[src/sv/ppc_pkg.sv]
// constants and types for the plasma pixel colour block
// no dependencies
package ppc_pkg;

	localparam int FRAME_WIDTH_DEF  = 256;
	localparam int FRAME_HEIGHT_DEF = 256;
	// column and line are 8-bit fields
	localparam int COORD_RANGE = 256;

	localparam int REG_IDX_W = 3;
	localparam logic [REG_IDX_W-1:0] REG_GAIN_ZERO  = 3'd0;
	localparam logic [REG_IDX_W-1:0] REG_GAIN_ONE   = 3'd1;
	localparam logic [REG_IDX_W-1:0] REG_GAIN_TWO   = 3'd2;
	localparam logic [REG_IDX_W-1:0] REG_GAIN_THREE = 3'd3;
	localparam logic [REG_IDX_W-1:0] REG_SWEEP_ZERO = 3'd4;
	localparam logic [REG_IDX_W-1:0] REG_SWEEP_ONE  = 3'd5;
	localparam logic [REG_IDX_W-1:0] REG_SWEEP_TWO  = 3'd6;

	localparam int NUM_CH   = 3;
	localparam int CH_RED   = 0;
	localparam int CH_GREEN = 1;
	localparam int CH_BLUE  = 2;

	// turn constants
	localparam logic [28:0] K_RATE        = 29'd273426110;
	localparam logic [24:0] K_RED_SWEEP   = 25'd33110193;
	localparam logic [27:0] K_GREEN_SWEEP = 28'd179435885;
	localparam logic [24:0] K_BLUE_SWEEP  = 25'd22429486;
	localparam logic [21:0] K_OUTER       = 22'd4192178;

	// sine polynomial, q.15
	localparam logic [15:0] SIN_A = 16'd51438;
	localparam logic [14:0] SIN_B = 15'd20953;
	localparam logic [11:0] SIN_C = 12'd2285;

	localparam logic [15:0] Q15_ONE       = 16'h8000;
	localparam logic [31:0] PHASE_QUARTER = 32'h4000_0000;

	typedef logic signed [15:0] q15_t;

endpackage

[src/sv/ppc_sine.sv]
// four-stage pipelined sine of a phase in turns, q1.15 result
// depends on ppc_pkg
module ppc_sine (
	input  logic         clk,
	input  logic         en,
	input  logic [31:0]  phase,
	output ppc_pkg::q15_t sine
);
	import ppc_pkg::*;

	logic [15:0] zf, z;
	logic [31:0] zz, z2u, zv;
	logic [27:0] z2c;
	logic [16:0] mag;
	logic [14:0] mag_c;
	logic [15:0] z_s1, z_s2, z_s3;
	logic        neg_s1, neg_s2, neg_s3;
	logic [15:0] z2_s1, z2_s2;
	logic [14:0] u_s2;
	logic [15:0] v_s3;

	always_comb begin
		// fold odd quadrants onto the rising quarter
		zf = {1'b0, phase[29:16], 1'b0};
		z = phase[30] ? Q15_ONE - zf : zf;
		zz = z * z;
		z2c = z2_s1 * SIN_C;
		z2u = z2_s2 * u_s2;
		zv = z_s3 * v_s3;
		mag = zv[31:15];
		mag_c = (mag > 17'd32767) ? 15'h7FFF : mag[14:0];
	end

	always_ff @(posedge clk) begin
		if (en) begin
			z_s1 <= z;
			neg_s1 <= phase[31];
			z2_s1 <= zz[30:15];

			z_s2 <= z_s1;
			neg_s2 <= neg_s1;
			z2_s2 <= z2_s1;
			u_s2 <= SIN_B - 15'(z2c[27:15]);

			z_s3 <= z_s2;
			neg_s3 <= neg_s2;
			v_s3 <= SIN_A - z2u[30:15];

			sine <= neg_s3 ? 16'(-$signed({1'b0, mag_c})) : $signed({1'b0, mag_c});
		end
	end

endmodule

[config.mk]
export PLATFORM = sky130hd
export DESIGN_NAME = ppc_sine
export DESIGN_NICKNAME = d
export VERILOG_FILES = /design/src/sv/ppc_pkg.sv /design/src/sv/ppc_sine.sv
export SDC_FILE = /design/constraint.sdc
export NUM_CORES = 2
export LEC_CHECK = 0
export ABC_AREA = 1
export BUFFER_PORTS_ARGS = -buffer_cell sky130_fd_sc_hd__buf_2
export CORE_ASPECT_RATIO = 1.2
export CORE_MARGIN = 3
export CORE_UTILIZATION = 65
export DETAILED_ROUTE_END_ITERATION = 7
export HOLD_SLACK_MARGIN = 0.15
export PLACE_DENSITY_LB_ADDON = 0.08
export SLEW_MARGIN = 10
export SYNTH_ARGS = -nofsm -noshare
export SYNTH_HDL_FRONTEND = slang
export SYNTH_SLANG_ARGS = --single-unit
[constraint.sdc]
create_clock -name clk -period 9.89 [get_ports clk]
set_input_delay 0.989 -clock clk [delete_from_list [all_inputs] [get_ports clk]]
set_output_delay 0.989 -clock clk [all_outputs]
set_load 0.05 [all_outputs]
==> reports/qor.txt <==
Fill cells: 3945
Place WS: 1.078 ns
CP Launch Point: phase[16]
RSZ-0062 raised after global routing: false
Layout area overhead: 3.770%
CP Data Arrival Time: 8.64 ns
Cell variety after synth: 45
Synth top area share: 35.66%
Max_slew headroom: 31.68%
Worst-path clk slew: 0.06 ns
Setup TNS: 0 ns
Met3 GRT Util: 3.396%
Cell count after synthesis: 3854
Crit path kind: in -> reg
Core area: 47350 sq um
Wirelength, routed: 72470 um
CP Max Fanout: 11
Post-CTS sizing: 0
Xor/xnor share of the synthesized area: 2.097%
CP Capture Point: z2_s1[14]
Root buf cell: clkbuf_16
Adder-Cell Fraction of Synth Area: 50.71%
Synth warn: 0
FF-to-FF path depth: 29
Antenna Nets Post-Route: 0
Fin crit share: 85.54%
M2 GR Usage: 55.93%
Share of cells above drive strength 1: 2.742%
Min-Delay Path Depth: 0
Critical Path Slowest Stage Cell: fa_1
Antenna violations before repair: 0
FF-to-FF End: sine[12]
Vias per cell: 5.355
CTS hold repair buffers: 0
Commonest cells in the netlist: inv_1 (1079), nand2_1 (916), fa_1 (558)
Hold Crit Class: reg -> reg
Placement row count: 87
Crit path largest cell delay: 0.55 ns
Seq cells post-synth: 127
Pins Over Slew Limit: 0
Fin area: 32510 sq um
Predominant post-synthesis flop cell: edfxtp_1
DRT iter0 DRCs: 1374
Vias in the first global route: 26280
Gr busiest metal: met2
Largest net degree at the start of global routing: 73
Routability cong.: 0.9332
Final setup violation count: 0
Reg-to-Reg Start: z_s3[6]
EDFF count, synth: 127
DR WL/cell: 16.27 um
Required @ worst endpoint: 10.07 ns
Max Clock Skew: 0.01129 ns
Ports: 50
Top-count cell post-synth: inv_1
Final Hold Slack: 0.4163 ns
DRC: 0
Area after DPL: 31940 sq um
Setup WS post-layout: 1.430 ns
Met1 Resource Use GR: 37.91%
Synth top area cells: fa_1 (36%), ha_1 (15%), inv_1 (13%), edfxtp_1 (12%), nand2_1 (11%)
Synth Area per Inst: 8.129 sq um
HPWL after DPL: 61000 um
Worst R2R Setup Slack: 2.58 ns
Syn Std Cell Area: 31330 sq um
Status: completed
TritonCTS Buffers: 17
H-tree Lvls: 4
Global-route wire length before repair: 124900 um
Die Y: 246.5 um
Final Hold Viols: 0
Largest family of logic cells by synthesized area: adder cells
IO Port Bufs: 33
Period minus WS final: 8.460 ns
Die X: 206.4 um
# nets final: 4785
Max Cap Violations: 0
Worst setup EP type: flop
Async SR Flop Fraction: 0%
Initial Util: 66.16%
Clock latency on the worst-skew pair: 0.43 ns
Die area: 50880 sq um
Most frequent cell on the critical path: nand2_1
Setup bufs post-CTS: 0
Fmax: 0.1182 GHz
Simple-gate share of the synthesized area: 16.72%
FF/Latch Area: 3814 sq um
Multiplexer area fraction after synthesis: 0%
Clk sinks: 127
CTS tree: done
GR Overflow Total: 0
Worst Max-Slew Pin Slew: 1.024 ns
Clock Tree Buf Depth: 2
TritonRoute pass-1 iters: 5
Vias: 23850
Post-synth top area cell: fa_1
Multi-input gate area: 23050 sq um
Sequential fraction of the synthesis area: 12.17%
Total global-route track usage: 30.63%
CP Launch Type: input pin
Synth Area in Compound Gates: 3.914%
logic make-up after synthesis:
logic type / after synthesis
flops: 127
fa+ha+maj: 935
simple gates: 1299
buf+inv: 1194
compound gates: 222
other cells: 2
xor+xnor: 75
layout by cell type (no fill, tap or decap), drive strengths merged:
cell type / instances
ha: 377
buf: 37
or2: 7
o31ai: 2
a31o: 1
a21oi: 115
bufinv: 2
o21a: 4
xor2: 49
o2111ai: 1
o21ai: 63
a31oi: 2
o21bai: 16
o311ai: 1
o211ai: 4
clkinvlp: 2
fa: 558
edfxtp: 127
clkbuf: 18
nand3: 72
nor2: 220
and2: 4
conb: 10
nand2: 926
clkinv: 14
nor4: 4
nand4: 20
nand3b: 17
a211oi: 1
nor3: 28
a21boi: 2
inv: 1088
and3: 1
a21o: 10
diode: 1
xnor2: 26
worst max-delay path: cells and delay by family:
family | cells | cell delay, ns
AOI/OAI and AO/OA | 4 | 0.65
xor gates and xnor gates | 1 | 0.15
adders and majority gates | 7 | 3.39
buffers and inverters | 9 | 1.29
and+or+nand+nor | 15 | 2.17
state kept, by name (all words and copies together), names as in the netlist:
register / flops
sine: 16
v_s3: 16
z2_s1: 16
z2_s2: 16
u_s2: 15
z_s1: 15
z_s2: 15
z_s3: 15
neg_s1: 1
neg_s2: 1
neg_s3: 1
per-stage QoR:
stage,util (%),cells
after floorplan,-,3862
after global placement,67.44,4420
after detailed placement,67.44,4420
after CTS,68.65,4452
after global routing,68.65,4452
final,68.65,4453
worst min-delay path by stage:
stage / from / end / slack [ns]
floorplan: neg_s1 / neg_s2 / 0.40
global placement: z_s1[2] / z_s2[2] / 0.40
detailed placement: z_s1[3] / z_s2[3] / 0.40
CTS: z_s1[5] / z_s2[5] / 0.42
global route: z_s2[5] / z_s3[5] / 0.42
finish: z_s2[5] / z_s3[5] / 0.42
layer usage:
metal	routed length, um	vias up	part of all wire, %
met1	29040	11790	40
met4	1966	0	2.7
met2	38100	650	53
li1	-	11240	-
met3	3365	161	4.6
met5	0	-	0
layout make-up:
| class | instances | area share, % |
|---|---|---|
| Antenna cell | 1 | 0.007698 |
| Clock buffer | 18 | 1.320 |
| Clock inverter | 14 | 0.4349 |
| Inverter | 1092 | 12.61 |
| Multi-Input combinational cell | 2541 | 70.89 |
| Sequential cell | 127 | 11.73 |
| Tap cell | 623 | 2.398 |
| Timing Repair Buffer | 37 | 0.6081 |
Power is left out: the tool's default activity adds up to more than one toggle a clock period on the data nets, which glitch-free logic cannot reach.
